$ cat src/rtl/http_chunked_body_decoder_unit_assert.svh
// Assertion macros shared by the decoder modules.
// Each macro checks an implication on the rising edge of clock, with reset held off.
`ifndef HTTP_CHUNKED_BODY_DECODER_UNIT_ASSERT_SVH
`define HTTP_CHUNKED_BODY_DECODER_UNIT_ASSERT_SVH

`ifndef NO_ASSERTIONS

// Same-cycle implication.
`define HCBD_ASSERT_NOW(lbl, ante, cons, msg) \
   lbl: assert property (@(posedge clock) disable iff (reset) (ante) |-> (cons)) \
      else $error(msg);

// Next-cycle implication.
`define HCBD_ASSERT_NEXT(lbl, ante, cons, msg) \
   lbl: assert property (@(posedge clock) disable iff (reset) (ante) |=> (cons)) \
      else $error(msg);

`else

`define HCBD_ASSERT_NOW(lbl, ante, cons, msg)
`define HCBD_ASSERT_NEXT(lbl, ante, cons, msg)

`endif

`endif

$ cat src/rtl/hcbd_pkg.sv
`default_nettype none

package hcbd_pkg;

   localparam int CAPACITY_W       = 25;
   localparam int LEN_BITS_DEFAULT = 24;
   localparam int COMMITTED_W      = 24;
   localparam int REQ_TDATA_W      = 8;
   localparam int RSP_TDATA_W      = 40;
   localparam int RSP_PAD_W        = RSP_TDATA_W - 8 - 1 - COMMITTED_W;

   localparam logic [CAPACITY_W-1:0] CAPACITY_RESET = 25'd4194304;
   localparam logic [CAPACITY_W-1:0] SIZE_SAT       = '1;

   localparam logic [7:0] CR_BYTE      = 8'h0D;
   localparam logic [1:0] TRAILER_SKIP = 2'd2;

   localparam logic KIND_PAYLOAD = 1'b0;
   localparam logic KIND_STATUS  = 1'b1;
   localparam logic STATUS_OK    = 1'b0;
   localparam logic STATUS_EMPTY = 1'b1;

   // Result queue between the decoder and the result port
   localparam int QUEUE_DEPTH = 4;
   localparam int QUEUE_PTR_W = $clog2(QUEUE_DEPTH);
   localparam int QUEUE_CNT_W = $clog2(QUEUE_DEPTH + 1);

   typedef struct packed {
      logic                   kind;
      logic [7:0]             payload_byte;
      logic                   status;
      logic [COMMITTED_W-1:0] committed_length;
      logic                   run_last;
   } rsp_item_type;

   // Up to two results per accepted beat, first one first
   typedef struct packed {
      logic [1:0]   num;
      rsp_item_type first;
      rsp_item_type second;
   } rsp_push_type;

   typedef struct packed {
      logic       valid;
      logic [3:0] value;
   } hex_digit_type;

   function automatic hex_digit_type hex_digit(input logic [7:0] b);
      hex_digit_type h;
      h = '0;
      if (b >= 8'h30 && b <= 8'h39) begin
         h.valid = 1'b1;
         h.value = 4'(b - 8'h30);
      end else if (b >= 8'h61 && b <= 8'h66) begin
         h.valid = 1'b1;
         h.value = 4'(b - 8'h57);
      end else if (b >= 8'h41 && b <= 8'h46) begin
         h.valid = 1'b1;
         h.value = 4'(b - 8'h37);
      end
      return h;
   endfunction

endpackage

`default_nettype wire

$ cat src/rtl/hcbd_core.sv
`default_nettype none

module hcbd_core #(
   parameter int LEN_BITS = hcbd_pkg::LEN_BITS_DEFAULT
) (
   input  wire logic                             clock,
   input  wire logic                             reset,
   input  wire logic                             csr_wr_en,
   input  wire logic [hcbd_pkg::CAPACITY_W-1:0]  csr_wr_data,
   input  wire logic                             in_accept,
   input  wire logic [7:0]                       in_byte,
   input  wire logic                             in_last,
   output hcbd_pkg::rsp_push_type                push
);
   import hcbd_pkg::*;

   localparam int SUM_W = ((LEN_BITS > CAPACITY_W) ? LEN_BITS : CAPACITY_W) + 1;

   typedef enum logic [2:0] {
      PH_DIGITS,
      PH_TO_CR,
      PH_AFTER_CR,
      PH_DATA,
      PH_TRAILER,
      PH_DONE
   } phase_type;

   phase_type             phase_ff, phase_in;
   logic [CAPACITY_W-1:0] capacity_ff, capacity_in;
   logic [CAPACITY_W-1:0] size_accum_ff, size_accum_in;
   logic [CAPACITY_W-1:0] bytes_left_ff, bytes_left_in;
   logic [LEN_BITS-1:0]   committed_ff, committed_in;
   logic [1:0]            skip_left_ff, skip_left_in;

   hex_digit_type         hex;
   logic                  line_done;
   logic [SUM_W-1:0]      cap_lim, cap_ext, cap_eff, commit_sum;
   logic [CAPACITY_W-1:0] bytes_dec;
   logic [1:0]            skip_dec;
   rsp_item_type          payload_item, status_item;
   logic                  has_payload;

   always_comb begin
      hex      = hex_digit(in_byte);
      cap_lim  = SUM_W'(1) << LEN_BITS;
      cap_ext  = SUM_W'(capacity_ff);
      cap_eff  = (cap_ext > cap_lim) ? cap_lim : cap_ext;
      commit_sum = SUM_W'(committed_ff) + SUM_W'(size_accum_ff);
      bytes_dec = (bytes_left_ff != '0) ? bytes_left_ff - CAPACITY_W'(1) : bytes_left_ff;
      skip_dec  = (skip_left_ff != '0) ? skip_left_ff - 2'd1 : skip_left_ff;

      capacity_in   = csr_wr_en ? csr_wr_data : capacity_ff;
      phase_in      = phase_ff;
      size_accum_in = size_accum_ff;
      bytes_left_in = bytes_left_ff;
      committed_in  = committed_ff;
      skip_left_in  = skip_left_ff;
      line_done     = 1'b0;
      has_payload   = 1'b0;

      if (in_accept) begin
         case (phase_ff)
            PH_DIGITS: begin
               if (hex.valid) begin
                  // saturate once the next shift would overflow
                  if (size_accum_ff[CAPACITY_W-1 -: 4] != 4'd0) begin
                     size_accum_in = SIZE_SAT;
                  end else begin
                     size_accum_in = {size_accum_ff[CAPACITY_W-5:0], hex.value};
                  end
               end else if (in_byte == CR_BYTE) begin
                  line_done = 1'b1;
               end else begin
                  phase_in = PH_TO_CR;
               end
            end
            PH_TO_CR: begin
               if (in_byte == CR_BYTE) begin
                  line_done = 1'b1;
               end
            end
            PH_AFTER_CR: begin
               phase_in = PH_DATA;
            end
            PH_DATA: begin
               has_payload   = 1'b1;
               bytes_left_in = bytes_dec;
               if (bytes_dec == '0) begin
                  committed_in  = LEN_BITS'(commit_sum);
                  size_accum_in = '0;
                  skip_left_in  = TRAILER_SKIP;
                  phase_in      = PH_TRAILER;
               end
            end
            PH_TRAILER: begin
               skip_left_in = skip_dec;
               if (skip_dec == '0) begin
                  size_accum_in = '0;
                  phase_in      = PH_DIGITS;
               end
            end
            default: begin
            end
         endcase

         if (line_done) begin
            if (size_accum_ff == '0 || commit_sum >= cap_eff) begin
               phase_in = PH_DONE;
            end else begin
               bytes_left_in = size_accum_ff;
               phase_in      = PH_AFTER_CR;
            end
         end
      end

      payload_item                  = '0;
      payload_item.kind             = KIND_PAYLOAD;
      payload_item.payload_byte     = in_byte;
      payload_item.run_last         = !in_last;

      status_item                   = '0;
      status_item.kind              = KIND_STATUS;
      status_item.status            = (committed_in == '0) ? STATUS_EMPTY : STATUS_OK;
      status_item.committed_length  = COMMITTED_W'(committed_in);
      status_item.run_last          = 1'b1;

      push = '0;
      if (has_payload && in_last) begin
         push.num    = 2'd2;
         push.first  = payload_item;
         push.second = status_item;
      end else if (has_payload) begin
         push.num   = 2'd1;
         push.first = payload_item;
      end else if (in_accept && in_last) begin
         push.num   = 2'd1;
         push.first = status_item;
      end

      // end of body: start over for the next one
      if (in_accept && in_last) begin
         phase_in      = PH_DIGITS;
         size_accum_in = '0;
         bytes_left_in = '0;
         committed_in  = '0;
         skip_left_in  = '0;
      end
   end

   always_ff @(posedge clock) begin
      if (reset) begin
         phase_ff      <= PH_DIGITS;
         capacity_ff   <= CAPACITY_RESET;
         size_accum_ff <= '0;
         bytes_left_ff <= '0;
         committed_ff  <= '0;
         skip_left_ff  <= '0;
      end else begin
         phase_ff      <= phase_in;
         capacity_ff   <= capacity_in;
         size_accum_ff <= size_accum_in;
         bytes_left_ff <= bytes_left_in;
         committed_ff  <= committed_in;
         skip_left_ff  <= skip_left_in;
      end
   end

`include "http_chunked_body_decoder_unit_assert.svh"

   `HCBD_ASSERT_NEXT(a_last_clears, in_accept && in_last, phase_ff == PH_DIGITS && committed_ff == '0 && size_accum_ff == '0, "body state not cleared after last beat")
   `HCBD_ASSERT_NEXT(a_done_holds, in_accept && !in_last && phase_ff == PH_DONE, phase_ff == PH_DONE, "decoding resumed before end of body")
   `HCBD_ASSERT_NOW(a_data_nonzero, phase_ff == PH_DATA, bytes_left_ff != '0, "data phase with no bytes left")
   `HCBD_ASSERT_NOW(a_pair_order, push.num == 2'd2, push.first.kind == KIND_PAYLOAD && push.second.kind == KIND_STATUS, "two results not payload then status")

endmodule

`default_nettype wire

$ cat src/rtl/hcbd_queue.sv
`default_nettype none

module hcbd_queue (
   input  wire logic                  clock,
   input  wire logic                  reset,
   input  wire hcbd_pkg::rsp_push_type push,
   output logic                       room,
   output logic                       out_valid,
   input  wire logic                  out_ready,
   output hcbd_pkg::rsp_item_type     out_item
);
   import hcbd_pkg::*;

   rsp_item_type           mem_ff [QUEUE_DEPTH];
   logic [QUEUE_PTR_W-1:0] head_ff, head_in;
   logic [QUEUE_PTR_W-1:0] tail_ff, tail_in;
   logic [QUEUE_CNT_W-1:0] count_ff, count_in;
   logic                   pop;

   always_comb begin
      out_valid = (count_ff != '0);
      out_item  = mem_ff[head_ff];
      pop       = out_valid && out_ready;
      // hold off the input unless a full pair of results fits
      room      = (count_ff <= QUEUE_CNT_W'(QUEUE_DEPTH - 2));
      head_in   = head_ff + QUEUE_PTR_W'(pop);
      tail_in   = tail_ff + QUEUE_PTR_W'(push.num);
      count_in  = count_ff + QUEUE_CNT_W'(push.num) - QUEUE_CNT_W'(pop);
   end

   always_ff @(posedge clock) begin
      if (reset) begin
         head_ff  <= '0;
         tail_ff  <= '0;
         count_ff <= '0;
      end else begin
         head_ff  <= head_in;
         tail_ff  <= tail_in;
         count_ff <= count_in;
      end
   end

   always_ff @(posedge clock) begin
      if (push.num != 2'd0) begin
         mem_ff[tail_ff] <= push.first;
      end
      if (push.num == 2'd2) begin
         mem_ff[tail_ff + QUEUE_PTR_W'(1)] <= push.second;
      end
   end

`include "http_chunked_body_decoder_unit_assert.svh"

   `HCBD_ASSERT_NOW(a_count_bound, 1'b1, count_ff <= QUEUE_CNT_W'(QUEUE_DEPTH), "result queue count out of range")
   `HCBD_ASSERT_NOW(a_push_fits, push.num != 2'd0, count_ff <= QUEUE_CNT_W'(QUEUE_DEPTH) - QUEUE_CNT_W'(push.num), "result queue overflow")
   `HCBD_ASSERT_NEXT(a_pop_only, pop && push.num == 2'd0, count_ff == $past(count_ff) - QUEUE_CNT_W'(1), "result queue count not decremented on pop")

endmodule

`default_nettype wire

$ cat src/rtl/http_chunked_body_decoder_unit.sv
`default_nettype none

// Channel   Direction  tdata (low bit up)                            tuser  tlast
// req       in         wire_byte[7:0]                                -      end_of_wire
// rsp       out        payload_byte, status, committed_length, pad   kind   run_last
// csr       in         capacity[24:0] on csr_wr_en                   -      -
//
// Each request beat is decoded in the cycle it is accepted, one beat per cycle.
// Its results (none, one, or payload then status) land in a 4-entry result
// queue; req_tready stays high while two free entries remain, so the 1 beat per
// cycle rate holds whenever rsp_tready keeps up. A beat with two results is two
// rsp beats. Reset is synchronous and active high; capacity resets to 4 MiB.

module http_chunked_body_decoder_unit #(
   parameter int LEN_BITS = hcbd_pkg::LEN_BITS_DEFAULT
) (
   input  wire logic                              clock,
   input  wire logic                              reset,
   input  wire logic                              csr_wr_en,
   input  wire logic [hcbd_pkg::CAPACITY_W-1:0]   csr_wr_data,   // capacity
   input  wire logic                              req_tvalid,
   output logic                                   req_tready,
   input  wire logic [hcbd_pkg::REQ_TDATA_W-1:0]  req_tdata,     // wire_byte
   input  wire logic                              req_tlast,
   output logic                                   rsp_tvalid,
   input  wire logic                              rsp_tready,
   output logic [hcbd_pkg::RSP_TDATA_W-1:0]       rsp_tdata,     // payload_byte, status,
                                                                 // committed_length
   output logic                                   rsp_tuser,     // kind
   output logic                                   rsp_tlast
);
   import hcbd_pkg::*;

   rsp_push_type push;
   rsp_item_type out_item;
   logic         room;
   logic         req_accept;

   assign req_tready = room;
   assign req_accept = req_tvalid && room;

   hcbd_core #(
      .LEN_BITS (LEN_BITS)
   ) u_core (
      .clock       (clock),
      .reset       (reset),
      .csr_wr_en   (csr_wr_en),
      .csr_wr_data (csr_wr_data),
      .in_accept   (req_accept),
      .in_byte     (req_tdata),
      .in_last     (req_tlast),
      .push        (push)
   );

   hcbd_queue u_queue (
      .clock     (clock),
      .reset     (reset),
      .push      (push),
      .room      (room),
      .out_valid (rsp_tvalid),
      .out_ready (rsp_tready),
      .out_item  (out_item)
   );

   assign rsp_tdata = {{RSP_PAD_W{1'b0}}, out_item.committed_length, out_item.status,
                       out_item.payload_byte};
   assign rsp_tuser = out_item.kind;
   assign rsp_tlast = out_item.run_last;

endmodule

`default_nettype wire

$ cat config.mk
export PLATFORM = sky130hd
export DESIGN_NAME = http_chunked_body_decoder_unit
export DESIGN_NICKNAME = d
export VERILOG_FILES = /design/src/rtl/hcbd_pkg.sv /design/src/rtl/hcbd_core.sv /design/src/rtl/hcbd_queue.sv /design/src/rtl/http_chunked_body_decoder_unit.sv
export VERILOG_INCLUDE_DIRS = /design/src /design/src/rtl
export SDC_FILE = /design/constraint.sdc
export NUM_CORES = 1
export LEC_CHECK = 0
export BUFFER_PORTS_ARGS = -buffer_cell sky130_fd_sc_hd__buf_2
export CAP_MARGIN = 10
export CORE_MARGIN = 2
export CORE_UTILIZATION = 60
export CTS_BUF_LIST = sky130_fd_sc_hd__clkbuf_8
export DETAILED_ROUTE_END_ITERATION = 10
export PLACE_DENSITY = 0.79
export REMOVE_ABC_BUFFERS = 1
export SLEW_MARGIN = 25
export SYNTH_ARGS = -nofsm -noshare
export SYNTH_HDL_FRONTEND = slang
export SYNTH_SLANG_ARGS = --single-unit
$ cat constraint.sdc
create_clock -name clock -period 5.2 [get_ports clock]
set_input_delay 0 -clock clock [delete_from_list [all_inputs] [get_ports clock]]
set_output_delay 0 -clock clock [all_outputs]
set_load 0.02 [all_outputs]
==> impl_metrics.env <==
export IMPL_synth_edf_count=108
export IMPL_slew_headroom_pct=31.6
export IMPL_critical_path_required_ps=5650
export IMPL_synthArstFlopShare_pct=0
export IMPL_clockBufferDepth=3
export IMPL_wl_per_cell_um=20.1
export IMPL_yosys_area_top_type="edfxtp_1"
export IMPL_synth_commonest_cells="213 x nor2_1, 143 x dfxtp_1, 110 x nand2_1"
export IMPL_grt_pass1_wl_um=58600
export IMPL_finalWirelength_um=36800
export IMPL_power_leakage_nw=6.17
export IMPL_rr_worst_depth=21
export IMPL_synthFlopType="dfxtp_1"
export IMPL_cp_endpoint="u_core.bytes_left_ff[11]"
export IMPL_highest_layer="met4"
export IMPL_clk_latency_ps=550
export IMPL_startpoint_type="flip-flop"
export IMPL_min_path_type="in2reg"
export IMPL_viasPerCell=6.48
export IMPL_grt_pass1_vias=11100
export IMPL_grt_max_degree=49
export IMPL_setup_viol=0
export IMPL_finalCritPeriodShare_pct=93.2
export IMPL_yosys_cell_count_top_type="nor2_1"
export IMPL_globalRouteOverflowTotal=0
export IMPL_diodes=0
export IMPL_drv_cap=0
export IMPL_cp_end_kind="flip-flop"
export IMPL_antenna_found_initial=0
export IMPL_syn_area_per_cell_um2=9.79
export IMPL_yosysTopAreaCellShare_pct=23.6
export IMPL_detailedRoute_firstIterationViolations=1054
export IMPL_drive_gt1_share_pct=15.8
export IMPL_multiInputGateArea_um2=7140
export IMPL_cts_sinks=251
export IMPL_place_inst=1703
export IMPL_crit_type="reg2reg"
export IMPL_ir_worst_vdd_mv=0.187
export IMPL_worstSetupStartpoint="u_core.size_accum_ff[0]"
export IMPL_yosysWarnings=0
export IMPL_synthCells=1403
export IMPL_final_nets=1612
export IMPL_met2_length_um=17100
export IMPL_dr_total_vias=11800
export IMPL_finalNonFillerCells=1826
export IMPL_yosys_register_bits=251
export IMPL_tightestPinTransition_ps=1020
export IMPL_synthTopCellsByArea="edfxtp_1 24%, dfxtp_1 21%, nor2_1 5.8%"
export IMPL_report_final_slew_viol_count=0
export IMPL_die_area_um2=24100
export IMPL_synth_distinct_cells=81
export IMPL_std_cell_rows=55
export IMPL_post_route_drc_count=0
export IMPL_htree_levels=2
export IMPL_postRouteAntennaNets=0
export IMPL_outcome="finished, final reports clean"
export IMPL_fmax_ghz=0.206
export IMPL_grt_usage_pct=30.2
export IMPL_io_pins=83
export IMPL_yosysSeqAreaShare_pct=44.4
export IMPL_skew_ps=19.4
export IMPL_cts_root_buf="clkbuf_8"
export IMPL_start_util_pct=60.9
export IMPL_fin_crit_ps=4850
export IMPL_power_density_nw_per_um2=310
export IMPL_core_um2=22600
export IMPL_reg2reg_to="u_core.bytes_left_ff[11]"
export IMPL_r2r_start="u_core.size_accum_ff[0]"
export IMPL_port_buffers=75
export IMPL_areaGrowthSynthToFinish_pct=14.5
export IMPL_finalHoldViolCount=0
export IMPL_rsz0062_at_grt="false"
export IMPL_tritoncts="done"
export IMPL_route_met3_wl_um=3030
export IMPL_die_w_um=155
export IMPL_dp_hpwl_um=25000
export IMPL_fillers=1676
export IMPL_ff_latch_area_um2=6110
export IMPL_clkTransAtPathRegs_ps=60
export IMPL_cp_data_arrival_time_ps=5300
export IMPL_synth_area_um2=13700
export IMPL_rrSetupSlack_ps=350
export IMPL_wl_met1_um=15700
export IMPL_cts_buffers_inserted=43
export IMPL_gp_congestion=1.03
export IMPL_firstDrtPassIters=5
export IMPL_dieHeight_um=155
export IMPL_fin_util_pct=69.7
export IMPL_path_max_fanout=10
-- report_power, final --
group	leakage [nW]	internal, mW	switching, mW	total (mW)
Combinational	3.54	0.353	0.491	0.844
Clock	0.513	1.05	0.807	1.86
Sequential	2.11	2.12	0.0652	2.18
Total	6.17	3.52	1.36	4.88
-- repair_timing --
| action | CTS | global route |
|---|---|---|
| endpoints found under the setup margin | 10 | 24 |
| buffers inserted | 0 | 3 |
| resized for setup | 1 | 4 |
| pin swaps | 0 | 1 |
| hold buffers | 45 | 0 |
| hold endpoints to repair | 51 | 0 |
-- how the worst min path moves through the flow --
stage / start / to / cells after the start
after floorplan: reset / u_queue.count_ff[1] / 1
after global placement: csr_wr_data[22] / u_core.capacity_ff[22] / 2
after detailed placement: csr_wr_data[22] / u_core.capacity_ff[22] / 2
after CTS: reset / u_core.capacity_ff[20] / 2
after global routing: reset / u_core.capacity_ff[5] / 2
final: reset / u_core.capacity_ff[1] / 2
-- sequential cells by signal, summed over array words and instances (netlist names) --
signal                flops
u_queue.head_ff           2
u_core.committed_ff      24
u_core.size_accum_ff     25
u_core.capacity_ff       25
u_core.phase_ff           3
u_core.skip_left_ff       2
u_queue.count_ff          3
u_queue.mem_ff          140
u_core.bytes_left_ff     25
u_queue.tail_ff           2
-- metal layers --
metal  up-vias  GRT usage, %
met5         -             0
met4         0          8.56
met3        87          4.82
met2       561          49.0
met1      5705          42.4
li1       5483             -
-- final cells by class --
cell class	count	area share (%)
multi-input combinational	1024	45.4
sequential	251	38.8
timing repair buffer	151	6.85
clock buffer	52	4.55
tap	285	2.27
clock inverter	22	1.11
inverter	41	0.978
-- cells in the final DEF, fill, tap and decap left out, types with 9 or more instances in the layout --
cell,Yosys,routed
o2111ai_1,26,26
a21oi_1,61,59
nand2b_1,11,10
a21o_1,13,13
xor2_1,9,9
buf_4,10,30
nor3_1,26,25
xnor2_1,19,19
and2_1,13,13
nand2_1,110,109
nor2b_1,13,13
clkbuf_8,0,52
buf_2,5,75
nor4_1,31,31
a211oi_1,12,11
dfxtp_1,143,140
nand3_1,35,35
a22o_1,27,27
edfxtp_1,108,108
mux4_2,35,35
inv_1,40,55
a31oi_1,22,22
o221a_2,11,11
mux2i_1,50,50
nor2_1,213,212
o21ai_1,19,19
or3_1,17,16
or4_1,18,18
ha_1,59,59
nand4_1,15,15
dlygate4sd3_1,0,45
o21ai_0,34,34
-- worst max-delay path, cell delays in order, from the launching register on --
cell       delay [ps]
dfxtp_1           350
ha_1              240
fa_1              440
a211oi_2          350
nor3_1            170
o311ai_1          390
a31o_2            240
nand2b_1           60
a21o_1            180
xor2_1            170
ha_1              210
a21o_1            170
a21oi_1           130
nor2b_1            60
a2111oi_0         390
o21ai_0           190
nor3_2            200
buf_4             150
buf_4             170
buf_4             170
nand3_1           120
a31oi_1           200
-- metrics by stage --
stage                     cell area, um2  hold WS (ps)  setup TNS, ps  setup slack (ps)  power [mW]
final                              15700          16.2              0               352        4.88
after global routing               15700          14.1              0              60.9        5.06
after global placement             14300           216              0              73.4        3.02
after CTS                          15700         0.446              0               124        4.90
after detailed placement           14300           219           -453             -51.6        3.03
after floorplan                    13300          66.7          -1820              -196        2.77
-- cell families after synthesis --
family	share of synthesized area, %
flops	44.4
simple gates	18.8
fa+ha+maj	5.67
buf+inv	4.14
xor+xnor	1.79
other cells	0.0273
compound gates	15.6
mux	9.55
No activity file was read; power rests on OpenSTA's default activity.
